--- src/aob_pkg.sv ---
// ----------------------------------------------------------------------------
// Alpha-over blend package
// Widths, lane indexes and pipeline word types shared by the blend unit and
// its division stages.
// ----------------------------------------------------------------------------
`default_nettype none

package aob_pkg;

  localparam int unsigned PIX_W     = 8;
  localparam int unsigned OPACITY_W = 17;
  localparam int unsigned N_W       = 25;   // src_alpha * opacity
  localparam int unsigned ALPHA_W   = 24;   // width of the full-alpha denominator
  localparam int unsigned PROD_W    = 32;   // 255*N and dst_alpha*(K-N)
  localparam int unsigned COL_W     = 40;   // colour-weighted terms
  localparam int unsigned NUM_W     = 42;   // rounded dividend
  localparam int unsigned DEN_W     = 33;   // doubled divisor
  localparam int unsigned QUO_W     = 8;    // quotient bits, one per step
  localparam int unsigned DIV_STEPS = QUO_W;
  localparam int unsigned LANES     = 4;
  localparam int unsigned DIV_LANES = LANES - 1;   // colour lanes only

  localparam logic [OPACITY_W-1:0] OPACITY_ONE    = OPACITY_W'(65536);
  localparam logic [ALPHA_W-1:0]   FULL_ALPHA_DEN = ALPHA_W'(16711680);
  localparam logic [PIX_W-1:0]     ALPHA_OPAQUE   = PIX_W'(255);

  localparam int unsigned LANE_RED   = 0;
  localparam int unsigned LANE_GREEN = 1;
  localparam int unsigned LANE_BLUE  = 2;
  localparam int unsigned LANE_ALPHA = 3;

  typedef logic [LANES-1:0][PIX_W-1:0] aob_pixel_t;

  typedef struct packed {
    logic [NUM_W-1:0] rem;
    logic [DEN_W-1:0] den;
    logic [QUO_W-1:0] quo;
  } aob_lane_t;

  typedef struct packed {
    logic       bypass;
    aob_pixel_t pixel;
  } aob_side_t;

  typedef struct packed {
    aob_lane_t [DIV_LANES-1:0] lane;
    aob_side_t                 side;
  } aob_div_t;

endpackage

`default_nettype wire

--- src/aob_div_stage.sv ---
// ----------------------------------------------------------------------------
// Alpha-over blend division stage
// One registered restoring-division step for the three colour lanes, producing
// one quotient bit per lane and carrying the side pixel alongside.
// ----------------------------------------------------------------------------
`default_nettype none

module aob_div_stage
  import aob_pkg::*;
#(
  parameter int unsigned SHIFT = 0
) (
  input  wire logic     clk,
  input  wire logic     rst,
  input  wire logic     load,
  input  wire logic     up_valid,
  input  wire aob_div_t up_word,
  output logic          valid,
  output aob_div_t      word
);

  aob_div_t word_next;

  always_comb begin
    logic [NUM_W:0] trial;
    logic [NUM_W:0] sub;
    word_next = up_word;
    for (int l = 0; l < DIV_LANES; l++) begin
      sub   = {{(NUM_W+1-DEN_W){1'b0}}, up_word.lane[l].den} << SHIFT;
      trial = {1'b0, up_word.lane[l].rem} - sub;
      if (!trial[NUM_W]) begin
        word_next.lane[l].rem = trial[NUM_W-1:0];
      end
      word_next.lane[l].quo = {up_word.lane[l].quo[QUO_W-2:0], !trial[NUM_W]};
    end
  end

  always_ff @(posedge clk) begin
    if (rst) begin
      valid <= 1'b0;
    end else if (load) begin
      valid <= up_valid;
    end
  end

  always_ff @(posedge clk) begin
    if (load) begin
      word <= word_next;
    end
  end

endmodule

`default_nettype wire

--- config.mk ---
export PLATFORM = sky130hd
export DESIGN_NAME = aob_div_stage
export DESIGN_NICKNAME = d
export VERILOG_FILES = /design/src/aob_pkg.sv /design/src/aob_div_stage.sv
export SDC_FILE = /design/constraint.sdc
export NUM_CORES = 1
export LEC_CHECK = 0
export BUFFER_PORTS_ARGS = -buffer_cell sky130_fd_sc_hd__buf_2
export CAP_MARGIN = 10
export CORE_AREA = 4 4 219 221
export DETAILED_ROUTE_END_ITERATION = 10
export DIE_AREA = 0 0 223 225
export HOLD_SLACK_MARGIN = 0.12
export PLACE_DENSITY_LB_ADDON = 0.05
export RECOVER_POWER = 50
export SYNTH_ARGS = -nofsm -noshare
export SYNTH_HDL_FRONTEND = slang
export SYNTH_SLANG_ARGS = --single-unit
--- constraint.sdc ---
create_clock -name clk -period 5.3 [get_ports clk]
set_input_delay 0 -clock clk [delete_from_list [all_inputs] [get_ports clk]]
set_output_delay 0 -clock clk [all_outputs]
set_load 0.1 [all_outputs]
---- Yosys cells after proc, flatten, opt, wreduce, memory -nomap -nowiden ----
Cells that the tools add are included.
word-level totals
  bits of input ports ..................... 286
  output and inout port bits .............. 283
  register bits ........................... 283
operators by class
  reductions and logical operators ........ 3
  muxes and demuxes ....................... 3
  add/sub/neg operators ................... 3
operators with widths
  cell                                            number
  42-bit by 33-bit subtractor with 43-bit output  3
  42-bit 2-to-1 mux                               3
  1-bit zero test                                 3

---- Depth between registers and ports, before layout ----
Gate-level depths: netlist (run 1).
  depth in word-level cells ............... 2
  depth in mapped cells ................... 14
  mapped depth without buffers ............ 13

---- Worst setup path before layout (run 1) ----
OpenSTA, ideal clock, no wires.
  path type ............................... input to register
  start ................................... input up_word[74] (netlist bit)
  end ..................................... register word[110] (netlist bit) (data pin)
  arrival time ............................ 2.443 ns
  path buffers ............................ 0
  stages on the path ...................... 13
  library setup time ...................... 0.269 ns
  slack ................................... 2.587 ns
  path through ............................ inv_1 > ha_1 > inv_1 > fa_1 > a211oi_1 > o21ai_2 > o21ai_2 > o21ai_1 > a21oi_1 > o21ai_0 > nand2b_1 > a2111oi_4 > o22ai_1
RTL lines
  element               line                 RTL
  start, declared       aob_div_stage.sv:17  input wire aob_div_t up_word,
  end signal, assigned  aob_div_stage.sv:48  word <= word_next;
  end, declared         aob_div_stage.sv:19  output aob_div_t word

==> run metrics, run 1 <==
Die Y 225 µm; fmax 235.0 MHz; Rel. slew slack -69.18%; max-slew violations 94; pwr/cell area 361.7 mW/mm²; clk_lat worst skew 0.55 ns; DRC Markers 0; Leak 9.627 nW; Fillers 4492; Seq cells post-synth 283; Main synth FF type edfxtp_1; vias in the first global route 14920; Die W 223 µm; Worst path depth 15; Worst setup endpoint word[279]; Sink Count 283; failing checks max-capacitance violations, max-slew violations; FF/Latch Area 0.008488 mm²; crit path DAT 4.55 ns; Ports 569; CP max-delay cell o21ai_4; share of cells above drive strength 1 16.82%; Post-Syn Nets 1897; outcome complete, but fails checks; top cells by area, synth edfxtp_1 (52%), ha_1 (7.7%), a21oi_1 (4.3%); die area 0.05018 mm²; synthesis warning total 0; H-tree levels 2; Cells after DPL 2627; Buf+Inv Stages, Crit Path 4; worst-case clock buffer depth 3; Async S/R FF share, synth 0%; first-pass GRT wire length 84010 µm; initial drt markers 646; Critical R2R Launch valid; Fin. Hold Viols 0; CP Capture Type flip-flop; floorplan core area 0.04616 mm²; r2r endpoint valid; Synth top area share 52.42%; CTS tree yes; R2R setup slack 4.13 ns; Final TNS setup 0 ns; Starting Density 35.00%; cell family with most CP delay compound AO/OA/AOI/OAI gates; CTS clock-pin slew for the worst setup and hold paths 0.06 ns; hold_sp up_word[16]; crit path kind in -> reg; worst setup path startpoint up_word[207]; HPWL Detailed 42070 µm; Startpoint Class input pin; Worst Hold Class in -> reg; Slew @ Worst Pin 2.538 ns; Crit path required time 5.60 ns; Final Setup Violations 0; Post-synth EDFFs 282; maximum VDD drop 306.2 µV; port bufs 565; crit-path cells dlygate4sd3_1 > clkbuf_1 > ha_1 > inv_1 > fa_1 > a21oi_1 > o21ai_0 > a21oi_1 > o22ai_1 > a31oi_1 > o21ai_4 > nand4_1 > nor3_1 > xor2_1 > dlygate4sd3_1; met3 WL 4056 µm; Routed Antenna Nets 0; Num CTS Buffers 36; MaxCap Viol Count 1; Met2 Wirelength 26970 µm; clock skew 0 ns; Wirelength per Cell 18.42 µm; DR vias/cell 4.889; antenna violations before repair 3; area of the multi-input gates 0.006934 mm²; Final Critical Period 4.255 ns; Std-Cell Rows 79; Crit Path Max Fanout 38; Seq/Total Area, Yosys 52.54%; Post-Synthesis Cells 1509; Pre-antenna DRT Iters 5; mean cell area of the mapped netlist 10.71 µm²; GRT Overall Usage 20.92%; routability cong. 0.8661; Netlist Area Pre-Place 0.01615 mm²; M1 wire length 22940 µm; RSZ-0062 raised after global routing no; via count 14660; CTS Root Cell clkbuf_16; area leader, netlist edfxtp_1; fin cells 2998; Distinct cells, synth 69; R2R depth 3; synth-to-layout area growth 44.98%; uppermost layer routed met5; crit-path max cell delay 0.94 ns; grt ovf 0; largest net degree at the start of global routing 129; final worst-path cycle share 80.29%; post_cts resized 0; Routed WL 55210 µm; # nets final 2752
==> layout make-up <==
| cell class | instances | area share (%) |
|---|---|---|
| Tap cell | 607 | 3.243 |
| Inverter | 131 | 2.099 |
| Clock buffer | 45 | 4.033 |
| Antenna cell | 1 | 0.01068 |
| Clock inverter | 19 | 0.7693 |
| Sequential cell | 283 | 36.24 |
| Timing Repair Buffer | 877 | 24.00 |
| Multi-Input combinational cell | 1035 | 29.61 |
==> cell families after synthesis <==
| logic type | share of synthesized area (%) |
|---|---|
| AO/OA/AOI/OAI | 16.31 |
| XOR/XNOR | 6.018 |
| adder cells (fa/ha/maj) | 8.040 |
| buffers and inverters | 4.624 |
| flip-flops | 52.54 |
| multiplexers | 1.441 |
| AND/OR/NAND/NOR | 11.02 |
==> power by group <==
part | switching, mW | total [mW] | internal (mW) | leakage [nW]
clock | 0.989 | 2.36 | 1.37 | 0.543
combinational | 2.56 | 3.27 | 0.707 | 6.31
sequential | 0.0660 | 2.84 | 2.78 | 2.77
total | 3.62 | 8.47 | 4.86 | 9.63
==> routing by layer <==
metal | GRT usage, % | vias up
li1 | - | 7239
met1 | 26.33 | 6883
met2 | 36.02 | 455
met3 | 5.679 | 77
met4 | 5.130 | 4
met5 | 0 | -
==> through the flow <==
stage	hold WS [ns]	setup slack (ns)	utilization, %	area (µm²)	total power [mW]
floorplan	0.07238	2.587	-	16150	5.355
global placement	0.1575	1.485	42.39	19570	5.993
detailed placement	0.1682	1.450	42.39	19570	5.999
CTS	0.1209	1.072	51.47	23760	8.604
global route	0.1334	0.7668	50.74	23420	8.834
finish	0.1612	1.045	50.74	23420	8.472
==> state kept, by name, indices dropped and copies added (netlist names) <==
signal	cells
valid	1
word	282
==> worst register-to-register path: cells and delay by family (launching register included) <==
family / cells / cell delay [ns]
muxes: 1 / 0.14
DFF: 1 / 0.31
buffers and inverters: 1 / 0.55
and+or+nand+nor: 1 / 0.07
==> synthesized netlist by cell type, types with 4 or more instances <==
cell type  number
nand2b_1        8
a211oi_1       10
nor2b_1        14
mux2_2         18
a21oi_1       139
a21o_1         49
buf_1           4
clkbuf_1       37
nand4_1        29
and2_1          8
or2_2           7
a41oi_1         4
o31a_1          4
ha_1           99
o21ai_0       119
or3_1           9
o21ai_1         5
nor4_1          6
o31ai_1        11
nand2_1       134
nor3_1         18
buf_2          17
edfxtp_1      282
nor2_1         82
and3_1         13
a31oi_1        16
nor3b_1         4
xnor2_1        63
nand3_1        20
o21a_1         12
o211ai_1       12
xor2_1         48
inv_1         131
o21bai_1       17
==> placed cells by master, fill, tap and decap left out, types with 20 or more instances in the layout <==
cell type	instances
buf_2	302
clkbuf_16	36
xnor2_1	63
a21oi_1	139
nand4_1	29
o21ai_0	119
inv_1	131
xor2_1	48
dlygate4sd3_1	306
nand2_1	133
clkbuf_1	270
nand3_1	20
ha_1	99
edfxtp_1	282
a21o_1	49
nor2_1	82
==> how the worst min path moves through the flow <==
| stage | to | slack [ns] | cells past startpoint |
|---|---|---|---|
| after global routing | word[40] | 0.13 | 2 |
| after global placement | valid | 0.16 | 2 |
| after detailed placement | valid | 0.17 | 2 |
| final | word[16] | 0.16 | 2 |
| after floorplan | valid | 0.07 | 1 |
| after CTS | word[25] | 0.12 | 2 |
==> repair_timing <==
action / CTS / global route
hold endpoints to repair: 372 / 0
hold buffers: 306 / 0
buffers inserted: 0 / 0
(Power assumes the default switching activity.)
==> run 2, diff against run 1 <==
Clock period 5.3 ns to 3.46 ns, I/O delays scaled along.
==> run metrics, run 2 (synthesized netlist as in run 1, its figures left out) <==
largest net degree at the start of global routing 91 (-29%); MaxCap Viol Count 1 (unchanged); Crit Path Max Fanout 8 (-79%); Leak 9.598 nW (-0.30%); Pre-antenna DRT Iters 5 (unchanged); Num CTS Buffers 35 (-2.8%); vias in the first global route 15270 (+2.4%); Sink Count 283 (unchanged); worst slack, placed 0.2417 ns (-1.208 ns); # nets final 2759 (+0.25%); Rel. slew slack -76.04% (-6.9 points); H-tree levels 2 (unchanged); Die W 223 µm (unchanged); Slew @ Worst Pin 2.641 ns (+0.1029 ns); Starting Density 35.00% (unchanged); pwr/cell area 544.2 mW/mm² (+50%); antenna violations before repair 3 (unchanged); max reg flops 282 (unchanged); grt ovf 0 (unchanged); max-slew violations 88 (-6.4%); WHS Path Cells 2 (unchanged); M1 wire length 23110 µm (+0.75%); Worst Hold Class in -> reg; final worst-path cycle share 96.72%; synth-to-layout area growth 45.04% (about the same); DRC Markers 0 (unchanged); commonest non-fill, non-tap cell in the layout clkbuf_1; Startpoint Class input pin; worst-case clock buffer depth 3 (unchanged); DR vias/cell 4.896 (+0.14%); met3 WL 3756 µm (-7.4%); Final TNS setup 0 ns (unchanged); crit path kind in -> reg; Wirelength per Cell 18.41 µm (about the same); port bufs 565 (unchanged); CTS tree yes; Final Critical Period 3.347 ns; Fin. Hold Viols 0 (unchanged); floorplan core area 0.04616 mm² (unchanged); most frequent cells in the layout clkbuf_1 (292), dlygate4sd3_1 (291), buf_2 (283); via count 14720 (+0.40%); Routed Antenna Nets 0 (unchanged); CP Capture Type flip-flop; clock skew 0 ns (unchanged); routability cong. 0.8582 (-0.91%); R2R depth 3 (unchanged); CTS clock-pin slew for the worst setup and hold paths 0.06 ns (about the same); GRT Overall Usage 21.07% (+0.15 points); Std-Cell Rows 79 (unchanged); CP max-delay cell dlygate4sd3_1; Routed WL 55330 µm (+0.21%); Ports 569 (unchanged); crit path DAT 3.63 ns (-0.92 ns); largest registers word (282), valid (1); uppermost layer routed met5; Die Y 225 µm (unchanged); first-pass GRT wire length 84600 µm (+0.71%); crit-path cells dlygate4sd3_1 > clkbuf_1 > ha_1 > inv_1 > fa_1 > a21oi_1 > o21ai_0 > a21oi_2 > o22ai_1 > a31oi_1 > buf_4 > o21ai_4 > nand4_1 > nor3_2 > xor2_1 > dlygate4sd3_1; clk_lat worst skew 0.53 ns (-0.02 ns); die area 0.05018 mm² (unchanged); Fillers 4430 (-1.4%); maximum VDD drop 438.9 µV (+43%); HPWL Detailed 42870 µm (+1.9%); Cells after DPL 2646 (+0.72%); final core utilization 50.76% (about the same); setup ws final 0.1135 ns (-0.9311 ns); crit-path most repeated cell dlygate4sd3_1; outcome complete, but fails checks; Crit path required time 3.74 ns (-1.86 ns); failing checks max-capacitance violations, max-slew violations; crit-path max cell delay 0.55 ns (-0.39 ns); Reg with most FFs word; share of cells above drive strength 1 17.06% (+0.24 points); CTS Root Cell clkbuf_16; fmax 298.8 MHz; Met2 Wirelength 26750 µm (-0.80%); fin cells 3006 (+0.27%); initial drt markers 797 (+23%); Final Setup Violations 0 (unchanged)
==> run 2: cell count changes in the layout (fill, tap and decap cells not counted), sizes merged <==
cell	before	now
inv	132	135
diode	1	2
clkinvlp	2	3
clkinv	14	8
dlygate4sd3	306	291
buf	308	312
bufinv	2	0
clkbuf	308	330
==> run 2: per-stage QoR <==
stage,hold WS [ns],area [µm²],total power [mW]
after floorplan,0.07238,16150,8.203
final,0.1757,23430,12.75
after global routing,0.1545,23430,13.30
after detailed placement,0.1712,19770,9.221
after global placement,0.1571,19770,9.217
after CTS,0.1334,23720,12.96
==> run 2: path summary, 6_finish.rpt <==
check               startpoint   endpoint  slack (ns)
hold reg to reg          valid      valid        1.05
hold / removal      up_word[3]    word[3]        0.18
setup reg to reg         valid      valid        2.29
setup / recovery  up_word[207]  word[279]        0.11
==> run 2: where the power goes <==
part           switching, mW  leakage, nW  total, mW  internal [mW]
Combinational           3.94         6.33       5.02           1.08
Sequential            0.0995         2.77       4.35           4.25
Clock                   1.45        0.499       3.38           1.92
==> run 2: metal layers <==
layer	GRT usage, %	vias up
met5	0	-
met4	6.801	2
met3	5.106	82
met2	36.05	454
met1	26.42	6935
li1	-	7244
==> run 2: layout make-up <==
type                    instances  area, µm²  share of cell area [%]
diodes                          2      5.005                 0.02136
well taps                     607      759.5                   3.241
clock buffers                  48      944.7                   4.032
clock inverters                15      92.59                  0.3952
repair buffers                885       5682                   24.25
flip-flops and latches        283       8488                   36.23
multi-input cells            1035       6967                   29.73
inverters                     131      491.7                   2.099
==> run 2: repair_timing <==
item,CTS,global route
endpoints found under the setup margin,0,12
resized for setup,0,6
buffers inserted,0,4
hold endpoints to repair,363,0
hold buffers,291,0
==> run 2: critical path: cells and delay by family <==
family / cells / cell delay, ns
and+or+nand+nor: 2 / 0.43
AOI/OAI and AO/OA: 6 / 1.20
xor gates and xnor gates: 1 / 0.09
buffers and inverters: 5 / 1.46
adders and majority gates: 2 / 0.44
==> run 3, diff against run 2 <==
Settings changed: RECOVER_POWER 50 to 25.
==> run metrics, run 3 (synthesized netlist as in run 1, its figures left out) <==
outcome complete, but fails checks; failing checks max-capacitance violations, max-slew violations; Die Y 225 µm (unchanged); max-slew violations 88 (unchanged); floorplan core area 0.04616 mm² (unchanged); pwr/cell area 541.1 mW/mm² (-0.56%); Fillers 4320 (-2.5%); Cells after DPL 2646 (unchanged); met1 GRT Util 26.42% (unchanged); clock skew 0 ns (unchanged); Die W 223 µm (unchanged); internal power 7.323 mW (+0.87%); worst-case clock buffer depth 3 (unchanged); Sequential Power Share 33.9% (-0.2 points); fin cells 3006 (unchanged); Crit Path Max Fanout 8 (unchanged); CP Capture Type flip-flop; routability cong. 0.8582 (unchanged); # nets final 2759 (unchanged); die area 0.05018 mm² (unchanged); Switching Share 42.82% (-0.25 points); synth-to-layout area growth 46.49%; GR Util met3 5.106% (unchanged); clk_lat worst skew 0.53 ns (about the same); final worst-path cycle share 96.76% (about the same); CTS Root Cell clkbuf_16; initial drt markers 793 (-0.50%); Fin. Hold Viols 0 (unchanged); MaxCap Viol Count 1 (unchanged); DRC Markers 0 (unchanged); maximum VDD drop 439.0 µV (about the same); Starting Density 35.00% (unchanged); CTS tree yes; fmax 298.7 MHz (about the same); Ports 569 (unchanged); crit path DAT 3.63 ns (about the same); area of the multi-input gates 0.006967 mm² (unchanged); placed instance area 0.01977 mm² (unchanged); FF/Latch Area 0.008488 mm² (unchanged); antenna violations before repair 3 (unchanged); final core utilization 51.26% (+0.51 points); Worst Hold Class in -> reg; Routed Antenna Nets 0 (unchanged); DR vias/cell 4.891 (about the same); Slew @ Worst Pin 2.652 ns (+0.01133 ns); first-pass GRT wire length 84600 µm (unchanged); Final Critical Period 3.348 ns (+0.001424 ns); Routed WL 55190 µm (-0.24%); Std-Cell Rows 79 (unchanged); Wirelength per Cell 18.36 µm (-0.24%); Reg with most FFs word; vias in the first global route 15270 (unchanged); max reg flops 282 (unchanged); share of cells above drive strength 1 24.86% (+7.8 points); H-tree levels 2 (unchanged); Final Cell Area 0.02366 mm² (+1.0%); Num CTS Buffers 35 (unchanged); GRT Overall Usage 21.07% (unchanged); HPWL Detailed 42870 µm (unchanged); Pre-antenna DRT Iters 6 (+1); power share of the clock group 26.4% (about the same); GRT Max-Usage Layer met2; Sink Count 283 (unchanged); Crit path required time 3.74 ns (about the same); Final TNS setup 0 ns (unchanged); crit path kind in -> reg; setup ws final 0.1121 ns (-0.001424 ns); port bufs 565 (unchanged); Leak 10.11 nW (+5.4%); Hold WS 0.1764 ns (+0.0006680 ns); NetSw 5.483 mW (-0.15%); Logic pwr share 39.7% (+0.3 points); largest net degree at the start of global routing 91 (unchanged); grt ovf 0 (unchanged); Final Setup Violations 0 (unchanged); most frequent cells in the layout buf_2 (470), dlygate4sd3_1 (291), edfxtp_1 (282); CTS clock-pin slew for the worst setup and hold paths 0.06 ns (about the same); grt met2 use 36.05% (unchanged); worst slack, placed 0.2417 ns (unchanged); commonest non-fill, non-tap cell in the layout buf_2; Pwr Total 12.81 mW (+0.43%); Rel. slew slack -76.80% (-0.76 points); Startpoint Class input pin; largest registers word (282), valid (1); via count 14700 (-0.095%)
[run 3: changes by cell type in the layout (fill, tap and decap cells not counted)]
cell / delta
clkbuf_1: -187
buf_2: +187
[run 3: area by class of cell]
cell class / count / area share [%]
repair buffers: 885 / 25.00
flip-flops and latches: 283 / 35.87
diodes: 2 / 0.02115
multi-input cells: 1035 / 29.44
inverters: 131 / 2.078
clock buffers: 48 / 3.992
well taps: 607 / 3.209
clock inverters: 15 / 0.3913
[run 3: what timing repair did]
action,CTS,global route
hold buffers,291,0
endpoints found under the hold margin,363,0
gates resized for setup,0,6
setup endpoints to repair,0,12
setup buffers,0,4
[run 3: power by group through the flow]
stage	Sequential [mW]	Combinational [mW]	Clock (mW)
finish	4.34	5.09	3.38
global route	4.37	5.35	3.63
CTS	4.34	5.11	3.51
detailed placement	4.41	4.81	0
global placement	4.40	4.81	0
floorplan	7.13	1.07	0
[run 3: critical path: stages]
cell	delay [ns]
dlygate4sd3_1	0.53
clkbuf_1	0.12
ha_1	0.23
inv_1	0.07
fa_1	0.21
a21oi_1	0.10
o21ai_0	0.32
a21oi_2	0.12
o22ai_1	0.25
a31oi_1	0.17
buf_4	0.19
o21ai_4	0.23
nand4_1	0.18
nor3_2	0.25
xor2_1	0.09
dlygate4sd3_1	0.55
[run 3: per-layer routing]
metal  vias to the layer above  wire, µm
li1                       7243         -
met1                      6931     23110
met2                       447     26710
met3                        80      3664
met4                         2      1686
met5                         -        13
[run 3: path summary, 6_finish.rpt]
kind                              startpoint         to  slack [ns]  cells after the start
worst max-delay path            up_word[207]  word[279]        0.11                     16
worst min-delay path              up_word[3]    word[3]        0.18                      2
worst max register to register         valid      valid        2.30                      3
worst min register to register         valid      valid        1.04                      3
